`src/hw/rtl/assert_macros.svh`:
```
// Assertion macros used by button_debounce_click_hold_core.
`ifndef ASSERT_MACROS_SVH
`define ASSERT_MACROS_SVH

// Same-cycle implication, disabled while in reset.
`define ASSERT_IMP(label, clk, rst_n, ante, cons) \
  label: assert property (@(posedge clk) disable iff (!rst_n) (ante) |-> (cons)) \
    else $error("assertion failed");

// Next-cycle implication, disabled while in reset.
`define ASSERT_NXT(label, clk, rst_n, ante, cons) \
  label: assert property (@(posedge clk) disable iff (!rst_n) (ante) |=> (cons)) \
    else $error("assertion failed");

`endif

```
`src/hw/rtl/bdch_pkg.sv`:
```
// ---------------------------------------------------------------------------
// bdch_pkg
// Types and constants for the button debounce / click / hold core.
// ---------------------------------------------------------------------------
package bdch_pkg;

  localparam int unsigned TimeW = 32;
  localparam int unsigned CfgW  = 16;
  localparam int unsigned CntW  = $clog2(TimeW);

  typedef enum logic [1:0] {
    REG_ACTIVE_LOW   = 2'd0,
    REG_DEBOUNCE     = 2'd1,
    REG_HOLD_THRESH  = 2'd2,
    REG_HOLD_REPEATS = 2'd3
  } cfg_idx_e;

  typedef enum logic [1:0] {
    ST_IDLE,
    ST_DIV,
    ST_OUT
  } state_e;

  localparam logic [CfgW-1:0] HoldThreshRst = CfgW'(500);

endpackage

```
`src/hw/rtl/button_debounce_click_hold_core.sv`:
```
// ---------------------------------------------------------------------------
// button_debounce_click_hold_core
// Debounces a polled button and reports press, release, click and hold.
// ---------------------------------------------------------------------------
// Input channel: one beat per poll (now_ms_i, pin_level_i), taken when
// in_valid_i is high and in_stall_o is low. Output channel: one result beat
// per poll on out_valid_o / out_stall_i, fields on their own ports.
// Each poll is accepted, then runs 32 steps of the serial divider that
// counts hold periods ((now - press start) / threshold), then commits the
// new state and loads the output register. in_stall_o is high from accept
// until the commit. The output register frees the input side: a new poll
// is taken while a result waits, and the commit of that poll waits until
// the pending result beat is taken.
// Config: cfg_we_i writes register cfg_idx_i with cfg_wdata_i (masked to the
// register width); write only while no poll is in flight.
// Reset: released level, all counters and flags zero, active_low = 1,
// debounce = 0, hold threshold = 500, hold repeats off; no result pending.
// ---------------------------------------------------------------------------
module button_debounce_click_hold_core import bdch_pkg::*; (
  input  logic             clk_i,
  input  logic             rst_ni,
  input  logic             cfg_we_i,
  input  logic [1:0]       cfg_idx_i,
  input  logic [CfgW-1:0]  cfg_wdata_i,
  input  logic             in_valid_i,
  output logic             in_stall_o,
  input  logic [TimeW-1:0] now_ms_i,
  input  logic             pin_level_i,
  output logic             out_valid_o,
  input  logic             out_stall_i,
  output logic             is_down_o,
  output logic             changed_o,
  output logic             press_pulse_o,
  output logic             release_pulse_o,
  output logic             click_pulse_o,
  output logic             hold_pulse_o,
  output logic             hold_now_o,
  output logic             held_o,
  output logic [TimeW-1:0] hold_time_ms_o
);

  `include "assert_macros.svh"

  // config
  logic            active_low_q;
  logic [CfgW-1:0] debounce_q;
  logic [CfgW-1:0] hold_thr_q;
  logic            hold_rep_q;

  // block state
  logic             level_q, level_d;
  logic             chg_d;
  logic             hold_trig_q, hold_trig_d;
  logic             hold_now_q, hold_now_d;
  logic [TimeW-1:0] db_start_q, db_start_d;
  logic [TimeW-1:0] press_start_q, press_start_d;
  logic [TimeW-1:0] holds_q, holds_d;

  // poll being worked on
  logic [TimeW-1:0] now_q;
  logic             pin_q;

  state_e state_q, state_d;

  logic             in_acc;
  logic             commit;
  logic             div_busy, div_done;
  logic [TimeW-1:0] quotient;
  logic [CfgW-1:0]  thr;

  logic             press_p, release_p, click_p, hold_p;
  logic [TimeW-1:0] db_diff, hold_time;
  logic             sampled;

  // output register
  logic             out_valid_q;
  logic             o_down_q, o_chg_q, o_press_q, o_rel_q, o_click_q, o_hold_q;
  logic             o_hnow_q, o_held_q;
  logic [TimeW-1:0] o_htime_q;

  assign in_stall_o = (state_q != ST_IDLE);
  assign in_acc     = in_valid_i && (state_q == ST_IDLE);
  assign commit     = (state_q == ST_OUT) && (!out_valid_q || !out_stall_i);
  assign thr        = (hold_thr_q == '0) ? CfgW'(1) : hold_thr_q;

  // configuration writes
  always_ff @(posedge clk_i or negedge rst_ni) begin
    if (!rst_ni) begin
      active_low_q <= 1'b1;
      debounce_q   <= '0;
      hold_thr_q   <= HoldThreshRst;
      hold_rep_q   <= 1'b0;
    end else if (cfg_we_i) begin
      case (cfg_idx_e'(cfg_idx_i))
        REG_ACTIVE_LOW:   active_low_q <= cfg_wdata_i[0];
        REG_DEBOUNCE:     debounce_q   <= cfg_wdata_i;
        REG_HOLD_THRESH:  hold_thr_q   <= cfg_wdata_i;
        REG_HOLD_REPEATS: hold_rep_q   <= cfg_wdata_i[0];
        default:          ;
      endcase
    end
  end

  bdch_div u_div (
    .clk_i      (clk_i),
    .rst_ni     (rst_ni),
    .start_i    (in_acc),
    .dividend_i (now_ms_i - press_start_q),
    .divisor_i  (thr),
    .busy_o     (div_busy),
    .done_o     (div_done),
    .quotient_o (quotient)
  );

  // next state
  always_comb begin
    state_d = state_q;
    case (state_q)
      ST_IDLE: if (in_acc)   state_d = ST_DIV;
      ST_DIV:  if (div_done) state_d = ST_OUT;
      ST_OUT:  if (commit)   state_d = ST_IDLE;
      default:               state_d = ST_IDLE;
    endcase
  end

  // poll evaluation, applied at commit
  always_comb begin
    level_d       = level_q;
    chg_d         = 1'b0;
    hold_trig_d   = hold_trig_q;
    hold_now_d    = hold_now_q;
    db_start_d    = db_start_q;
    press_start_d = press_start_q;
    holds_d       = holds_q;
    press_p       = 1'b0;
    release_p     = 1'b0;
    click_p       = 1'b0;
    hold_p        = 1'b0;
    db_diff       = now_q - db_start_q;
    sampled       = !(db_diff < {{(TimeW-CfgW){1'b0}}, debounce_q});
    if (sampled) begin
      level_d    = pin_q ^ active_low_q;
      hold_now_d = 1'b0;
      if (level_d != level_q) begin
        db_start_d = now_q;
        chg_d      = 1'b1;
        if (level_d) begin
          press_p       = 1'b1;
          press_start_d = now_q;
          hold_trig_d   = 1'b0;
        end else begin
          release_p     = 1'b1;
          click_p       = !hold_trig_q;
          press_start_d = '0;
          holds_d       = '0;
        end
      end else if (level_d && (quotient > holds_q)) begin
        holds_d = quotient;
        if (!hold_trig_q || hold_rep_q) begin
          hold_trig_d = 1'b1;
          hold_now_d  = 1'b1;
          hold_p      = 1'b1;
        end
      end
    end
    hold_time = level_d ? (now_q - press_start_d) : '0;
  end

  always_ff @(posedge clk_i or negedge rst_ni) begin
    if (!rst_ni) begin
      state_q       <= ST_IDLE;
      level_q       <= 1'b0;
      hold_trig_q   <= 1'b0;
      hold_now_q    <= 1'b0;
      db_start_q    <= '0;
      press_start_q <= '0;
      holds_q       <= '0;
      out_valid_q   <= 1'b0;
    end else begin
      state_q <= state_d;
      if (commit) begin
        level_q       <= level_d;
        hold_trig_q   <= hold_trig_d;
        hold_now_q    <= hold_now_d;
        db_start_q    <= db_start_d;
        press_start_q <= press_start_d;
        holds_q       <= holds_d;
        out_valid_q   <= 1'b1;
      end else if (!out_stall_i) begin
        out_valid_q <= 1'b0;
      end
    end
  end

  always_ff @(posedge clk_i) begin
    if (in_acc) begin
      now_q <= now_ms_i;
      pin_q <= pin_level_i;
    end
    if (commit) begin
      o_down_q  <= level_d;
      o_chg_q   <= chg_d;
      o_press_q <= press_p;
      o_rel_q   <= release_p;
      o_click_q <= click_p;
      o_hold_q  <= hold_p;
      o_hnow_q  <= hold_now_d;
      o_held_q  <= level_d & hold_trig_d;
      o_htime_q <= hold_time;
    end
  end

  assign out_valid_o     = out_valid_q;
  assign is_down_o       = o_down_q;
  assign changed_o       = o_chg_q;
  assign press_pulse_o   = o_press_q;
  assign release_pulse_o = o_rel_q;
  assign click_pulse_o   = o_click_q;
  assign hold_pulse_o    = o_hold_q;
  assign hold_now_o      = o_hnow_q;
  assign held_o          = o_held_q;
  assign hold_time_ms_o  = o_htime_q;

  `ASSERT_NXT(a_acc_starts_div, clk_i, rst_ni, in_acc, div_busy && state_q == ST_DIV)
  `ASSERT_IMP(a_div_only_in_div, clk_i, rst_ni, div_busy, state_q == ST_DIV)
  `ASSERT_IMP(a_click_is_release, clk_i, rst_ni, out_valid_q && o_click_q,
              o_rel_q && !o_down_q)
  `ASSERT_IMP(a_hold_while_down, clk_i, rst_ni, out_valid_q && o_hold_q,
              o_down_q && o_held_q && !o_chg_q)

endmodule

```
`src/hw/rtl/bdch_div.sv`:
```
// ---------------------------------------------------------------------------
// bdch_div
// Restoring serial divider: one quotient bit per cycle, TimeW bits per
// division. Quotient is valid in the cycle after done_o.
// ---------------------------------------------------------------------------
module bdch_div import bdch_pkg::*; (
  input  logic             clk_i,
  input  logic             rst_ni,
  input  logic             start_i,
  input  logic [TimeW-1:0] dividend_i,
  input  logic [CfgW-1:0]  divisor_i,
  output logic             busy_o,
  output logic             done_o,
  output logic [TimeW-1:0] quotient_o
);

  logic             busy_q, busy_d;
  logic [CntW-1:0]  cnt_q, cnt_d;
  logic [CfgW-1:0]  rem_q, rem_d;
  logic [TimeW-1:0] quo_q, quo_d;
  logic [CfgW-1:0]  dsr_q, dsr_d;
  logic [CfgW:0]    rem_sh;
  logic [CfgW:0]    rem_sub;
  logic             ge;

  assign rem_sh  = {rem_q, quo_q[TimeW-1]};
  assign rem_sub = rem_sh - {1'b0, dsr_q};
  assign ge      = rem_sh >= {1'b0, dsr_q};

  always_comb begin
    busy_d = busy_q;
    cnt_d  = cnt_q;
    rem_d  = rem_q;
    quo_d  = quo_q;
    dsr_d  = dsr_q;
    if (start_i) begin
      busy_d = 1'b1;
      cnt_d  = '0;
      rem_d  = '0;
      quo_d  = dividend_i;
      dsr_d  = divisor_i;
    end else if (busy_q) begin
      rem_d = ge ? rem_sub[CfgW-1:0] : rem_sh[CfgW-1:0];
      quo_d = {quo_q[TimeW-2:0], ge};
      cnt_d = cnt_q + CntW'(1);
      if (cnt_q == '1) begin
        busy_d = 1'b0;
      end
    end
  end

  always_ff @(posedge clk_i or negedge rst_ni) begin
    if (!rst_ni) begin
      busy_q <= 1'b0;
      cnt_q  <= '0;
    end else begin
      busy_q <= busy_d;
      cnt_q  <= cnt_d;
    end
  end

  always_ff @(posedge clk_i) begin
    rem_q <= rem_d;
    quo_q <= quo_d;
    dsr_q <= dsr_d;
  end

  assign busy_o     = busy_q;
  assign done_o     = busy_q && (cnt_q == '1);
  assign quotient_o = quo_q;

endmodule
```
`config.mk`:
```
export PLATFORM = sky130hd
export DESIGN_NAME = button_debounce_click_hold_core
export DESIGN_NICKNAME = d
export VERILOG_FILES = /design/src/hw/rtl/bdch_pkg.sv /design/src/hw/rtl/button_debounce_click_hold_core.sv /design/src/hw/rtl/bdch_div.sv
export VERILOG_INCLUDE_DIRS = /design/src /design/src/hw/rtl
export SDC_FILE = /design/constraint.sdc
export NUM_CORES = 1
export LEC_CHECK = 0
export BUFFER_PORTS_ARGS = -buffer_cell sky130_fd_sc_hd__clkbuf_2
export CAP_MARGIN = 15
export CORE_MARGIN = 1.5
export CORE_UTILIZATION = 50
export CTS_CLUSTER_DIAMETER = 150
export DETAILED_ROUTE_END_ITERATION = 8
export PLACE_DENSITY_LB_ADDON = 0.12
export RECOVER_POWER = 50
export SLEW_MARGIN = 20
export SYNTH_ARGS = -nofsm -noshare
export SYNTH_HDL_FRONTEND = slang
export SYNTH_SLANG_ARGS = --single-unit
export TNS_END_PERCENT = 100
```
`constraint.sdc`:
```
create_clock -name clk_i -period 7.15 [get_ports clk_i]
set_clock_uncertainty 0.05 [all_clocks]
set_input_delay 1.43 -clock clk_i [delete_from_list [all_inputs] [get_ports clk_i]]
set_output_delay 1.43 -clock clk_i [all_outputs]
set_load 0.02 [all_outputs]
```
* Word-level counts from Yosys, hierarchy flattened
Cells that the tools add are included.
Storage, ports and cells: flip-flop bits (word level) 279, bits of input ports 56, output and inout port bits 42
Operators by class: add/sub/neg operators 5, order comparisons 3, equal/unequal tests 12, muxes and demuxes 33, bitwise gates (word level) 4, reduce and logical (&&, ||, !) cells 24
Operators by type and width (count):
- $mux 32 | 8
- $sub 32x32->32 | 3
- $gt 32x32->1 | 1
- $lt 32x16->1 | 1
- $mux 1 | 18
- $ge 17x16->1 | 1
- $logic_not 16->1 | 1
- $mux 16 | 1
- $sub 16x16->16 | 1
- $mux 5 | 2
- $ne 2x2->1 const B | 4
- $reduce_and 2->1 | 4
- $eq 2x2->1 const B | 3
- $mux 2 | 3
- $pmux 2 s3 | 1
- $reduce_and 3->1 | 2
- $reduce_bool 2->1 | 3
- $add 5x1->5 const B | 1
- $eq 5x5->1 const B | 1
- $eq 2x1->1 const B | 2
- $logic_and 1x1->1 | 4
- $logic_not 2->1 | 2
- $reduce_and 4->1 | 1
- $logic_not 1->1 | 3
- other kinds (8) | 10

* Logic depth before layout (Yosys ltp)
depth after elaboration 7, mapped depth 38

* Modules after synthesis
A second synthesis with hierarchy kept.
Second synthesis, totals: cells, all modules 1907, area, all modules 18388.9 µm²
Modules (own cells, without submodules):
- button_debounce_click_hold_core | instances 1, cells an instance 1577, area an instance 14632.8 µm², seq. area each 5604.1 µm²
- bdch_div | instances 1, cells an instance 330, area an instance 3756.1 µm², seq. area each 1911.8 µm²

* Worst setup path before layout
OpenSTA, ideal clock, no wires.
path type register to register, start reg now_q[4], end reg o_htime_q[28], in the netlist hold_time_ms_o[28] (data pin), arrival time 7.012 ns, setup slack -0.057 ns, stages on the path, launching flop included 34, clock period less this slack 7.207 ns, cell sequence edfxtp_1 ha_1 a21o_1 or3_4 o21a_4 a21oi_1 o21ai_0 a21oi_1 xnor2_1 ha_1 a21oi_1 a21oi_1 nor2b_1 o2111ai_1 a21oi_1 nand4_2 nor4_4 nor2_2 buf_2 buf_1 mux2i_1 ha_1 or3_1 a2111oi_0 a21oi_1 a21o_1 a21o_1 a21boi_0 or4b_4 nand3_2 a21oi_2 o21a_1 or3_1 a21oi_1
On the way: word-level cells in the longest chain between the ends 4
Ends and longest elaborated chain:
- start: declaration | line button_debounce_click_hold_core.sv:60 | logic [TimeW-1:0] now_q;
- start signal: assignment | line button_debounce_click_hold_core.sv:197 | now_q <= now_ms_i;
- $sub 32x32->32 / $mux 32 (equally long branches) | line button_debounce_click_hold_core.sv:139, button_debounce_click_hold_core.sv:147
- $lt 32x16->1 / $mux 32 (equally long branches) | line button_debounce_click_hold_core.sv:140, button_debounce_click_hold_core.sv:144
- $mux 32 | line button_debounce_click_hold_core.sv:141 | if (sampled) begin
- $sub 32x32->32 | line button_debounce_click_hold_core.sv:166 | hold_time = level_d ? (now_q - press_start_d) : '0;
- end signal: assignment | line button_debounce_click_hold_core.sv:209 | o_htime_q <= hold_time;
- end: declaration | line button_debounce_click_hold_core.sv:79 | logic [TimeW-1:0] o_htime_q;
Several ways; a longest one is shown, not always the timed one. A chain may end at the register's enable or synchronous reset.

* Final worst setup path
Ends and elaborated chain as after synthesis.

==> qor.csv <==
metric,value,unit
status,"finished, violations left",
failing checks,"DRC, capacitance limit, slew limit",
Layout Utilization,59.2,%
"Slew Viols, Final",261,
arrival time at the worst endpoint,7400,ps
Post-synth EDFFs,121,
WL/cell,18.1,µm
Final nets,2242,
Pleak,9.69,nW
"Avg Cell Area, Syn",9.89,µm²
clock sinks,279,
Highest Clock Rate,141,MHz
"Distinct cells, synth",91,
final RePlAce weighted congestion,0.907,
Reg-to-Reg End,hold_time_ms_o[28]$_SDFFCE_PN0P_,
Initial Utilization,51.0,%
pin count of the biggest net entering global routing,105,
Die X,194,µm
minimum clock period,7070,ps
hold-critical path depth,2,
Vias/cell,5.54,
Post-Route WL,45.4,mm
Slew headroom,-136,%
Synth async-reset ratio,50.9,%
"Warnings, synthesis",0,
CTS tree,yes,
DP Worst Slack,-383,ps
clk_lat worst skew,550,ps
worst slew pin tran,3540,ps
grt ovf,0,
Core Box Area,0.0357,mm²
"Req. time, crit path",7480,ps
H-tree levels,2,
first-pass GRT wire length,72.5,mm
worst setup path start,now_q[4]$_DFFE_PP_,
R2R Setup Slk,80,ps
Setup-failing EPs final,0,
crit path capture type,flop,
layout overhead on the synthesized area,16.2,%
kind of critical path,flop to flop,
clk buf depth,3,
die height,194,µm
drt drc,9,
fin area,0.0211,mm²
sequential-to-total area share from yosys stat,41.4,%
Synth Instances,1838,
"Top cell by count, worst path",a21o_1,
"Period Utilization, post-route",98.9,%
Worst VDD drop,0.218,mV
Post-Syn Area,0.0182,mm²
Filler Cells Inserted,3164,
ys flop type,dfrtp_1,
DP Wirelength,33.8,mm
num ports,98,
Non-Filler Instances,2511,
initial DRC count,775,
Setup crit start kind,flop,
number of global-route vias before repair,13675,
register clock-pin slew on the reported worst setup and hold paths,60,ps
DRT antenna net count,0,
"flops & latches, synth",279,
Final WS setup,75.4,ps
initial antenna violation count,0,
CP max-delay cell,or4b_4,
worst hold path endpoint,u_div.rem_q[15]$_SDFFE_PP0P_,
I/O Buffers,97,
slowest cell delay on critical path,520,ps
1st-pass router iterations,7,
# diodes,0,
maxcap violations,5,
PwrDens,302,mW/mm²
die area,0.0375,mm²
HP Class,flop to flop,
Hold Startpoint,u_div.rem_q[15]$_SDFFE_PP0P_,
WHS,426,ps
DP Area,0.0198,mm²
Hold Fails Final Rpt,0,
Mapped Nets,2056,
layout cell share with drive strength beyond 1,19.2,%
all-layer global routing usage,24.3,%
via count,13916,
Rows,69,
Worst R2R Path Depth,34,
Root Buffer,clkbuf_16,
RSZ-0062 raised after global routing,true,
dpl cells,2435,
Num CTS Buffers,35,
RR Startpoint,now_q[4]$_DFFE_PP_,
worst-path maximum fanout,5,
==> worst max-delay path by stage <==
stage                                        to
3_5_place_dp   hold_time_ms_o[28]$_SDFFCE_PN0P_
6_report       hold_time_ms_o[28]$_SDFFCE_PN0P_
3_3_place_gp   hold_time_ms_o[28]$_SDFFCE_PN0P_
5_1_grt        hold_time_ms_o[28]$_SDFFCE_PN0P_
2_1_floorplan  hold_time_ms_o[28]$_SDFFCE_PN0P_
4_1_cts        hold_time_ms_o[28]$_SDFFCE_PN0P_
==> metrics by stage <==
step	power [W]	TNS, ps
global placement	0.00452	-515
global route	0.00681	-3310
detailed placement	0.00457	-2290
finish	0.00637	0
floorplan	0.00390	0
CTS	0.00636	0
==> cell usage after synthesis (all sizes together) (8+ instances only) <==
master / count / area, µm²
a21oi: 140 / 712
and2: 35 / 220
xnor2: 42 / 368
a21boi: 12 / 90.1
clkbuf: 47 / 186
nand3: 26 / 135
o211ai: 12 / 90.1
and3: 12 / 76.3
o2111ai: 10 / 93.8
o21a: 17 / 135
o21bai: 14 / 109
or3: 12 / 85.1
nor2: 97 / 367
a31oi: 8 / 50.1
nand4: 22 / 144
buf: 20 / 129
nand2: 154 / 578
a21o: 30 / 225
o21ai: 120 / 616
or4: 8 / 63.8
nor3: 27 / 140
a211oi: 8 / 60.1
mux2i: 72 / 721
nand2b: 30 / 188
xor2: 42 / 368
dfxtp: 16 / 320
edfxtp: 121 / 3630
mux2: 96 / 1080
nor4: 8 / 65.1
dfrtp: 135 / 3380
inv: 176 / 661
ha: 158 / 1980
nor2b: 25 / 156
==> flip-flops by register name, summed over array words and instances, names as in the netlist, 2 cells and up <==
signal and cells:
holds_q 32, db_start_q 32, hold_time_ms_o 32, now_q 32, u_div.dsr_q 16, state_q 2
press_start_q 32, debounce_q 16, u_div.rem_q 16, u_div.quotient_o 32, hold_thr_q 16, u_div.cnt_q 5
==> area by class of cell <==
type	instances	area, µm²	share of cell area, %
multi-input combinational	1317	9910	46.9
sequential	279	7520	35.6
timing repair buffer	215	1340	6.32
clock buffer	49	1010	4.79
inverter	176	661	3.13
tap	461	577	2.73
clock inverter	14	104	0.492
==> what timing repair did <==
item / 4_1_cts / 5_1_grt
endpoints found under the setup margin: 12 / 12
buffers inserted: 5 / 6
pin swaps: 10 / 29
resized for setup: 18 / 29
cloned: 1 / 0
hold buffers: 0 / 0
==> power by group <==
part	internal [W]	leakage (nW)	switching, W	total, W
logic	0.00104	6.16	0.00136	0.00240
registers	0.00204	2.98	0.000206	0.00225
clock network	0.00103	0.547	0.000701	0.00173
total	0.00411	9.69	0.00226	0.00637
==> cell usage in the layout, fill, tap and decap left out, types with 21 or more instances in the layout <==
| master | count |
|---|---|
| a21o_1 | 30 |
| a21oi_1 | 130 |
| and2_1 | 34 |
| buf_4 | 109 |
| clkbuf_1 | 48 |
| clkbuf_16 | 37 |
| clkbuf_2 | 61 |
| dfrtp_1 | 135 |
| edfxtp_1 | 121 |
| ha_1 | 157 |
| inv_1 | 174 |
| mux2_2 | 95 |
| mux2i_1 | 70 |
| nand2_1 | 151 |
| nand2b_1 | 29 |
| nand3_1 | 24 |
| nand4_1 | 21 |
| nor2_1 | 96 |
| nor2b_1 | 23 |
| nor3_1 | 26 |
| o21ai_0 | 107 |
| xnor2_1 | 42 |
| xor2_1 | 42 |
==> routing by layer <==
layer	global-route usage [%]	wire length, µm	vias up
li1	-	-	6925
met1	34.6	22000	6640
met2	38.0	20100	288
met3	4.87	2390	63
met4	6.27	958	0
met5	0	0	-
==> cells by family (layout without fill, tap and decap cells) <==
family	Yosys count	count (layout)	share of synthesized area, %
xor+xnor	84	84	4.05
fa+ha+maj	162	162	11.3
flops	279	279	41.4
buf+inv	243	454	5.37
mux	168	168	9.91
compound gates	425	425	14.8
simple gates	477	478	13.2
==> critical path: cells and delay by family (launching register included) <==
kind / cells / cell delay [ps]
xor gates and xnor gates: 1 / 150
AOI/OAI and AO/OA: 15 / 2580
muxes: 1 / 120
and+or+nand+nor: 10 / 2180
adders and majority gates: 3 / 820
buffers and inverters: 4 / 620
DFF: 1 / 380
Note: power is estimated with default switching activity, not from simulation.
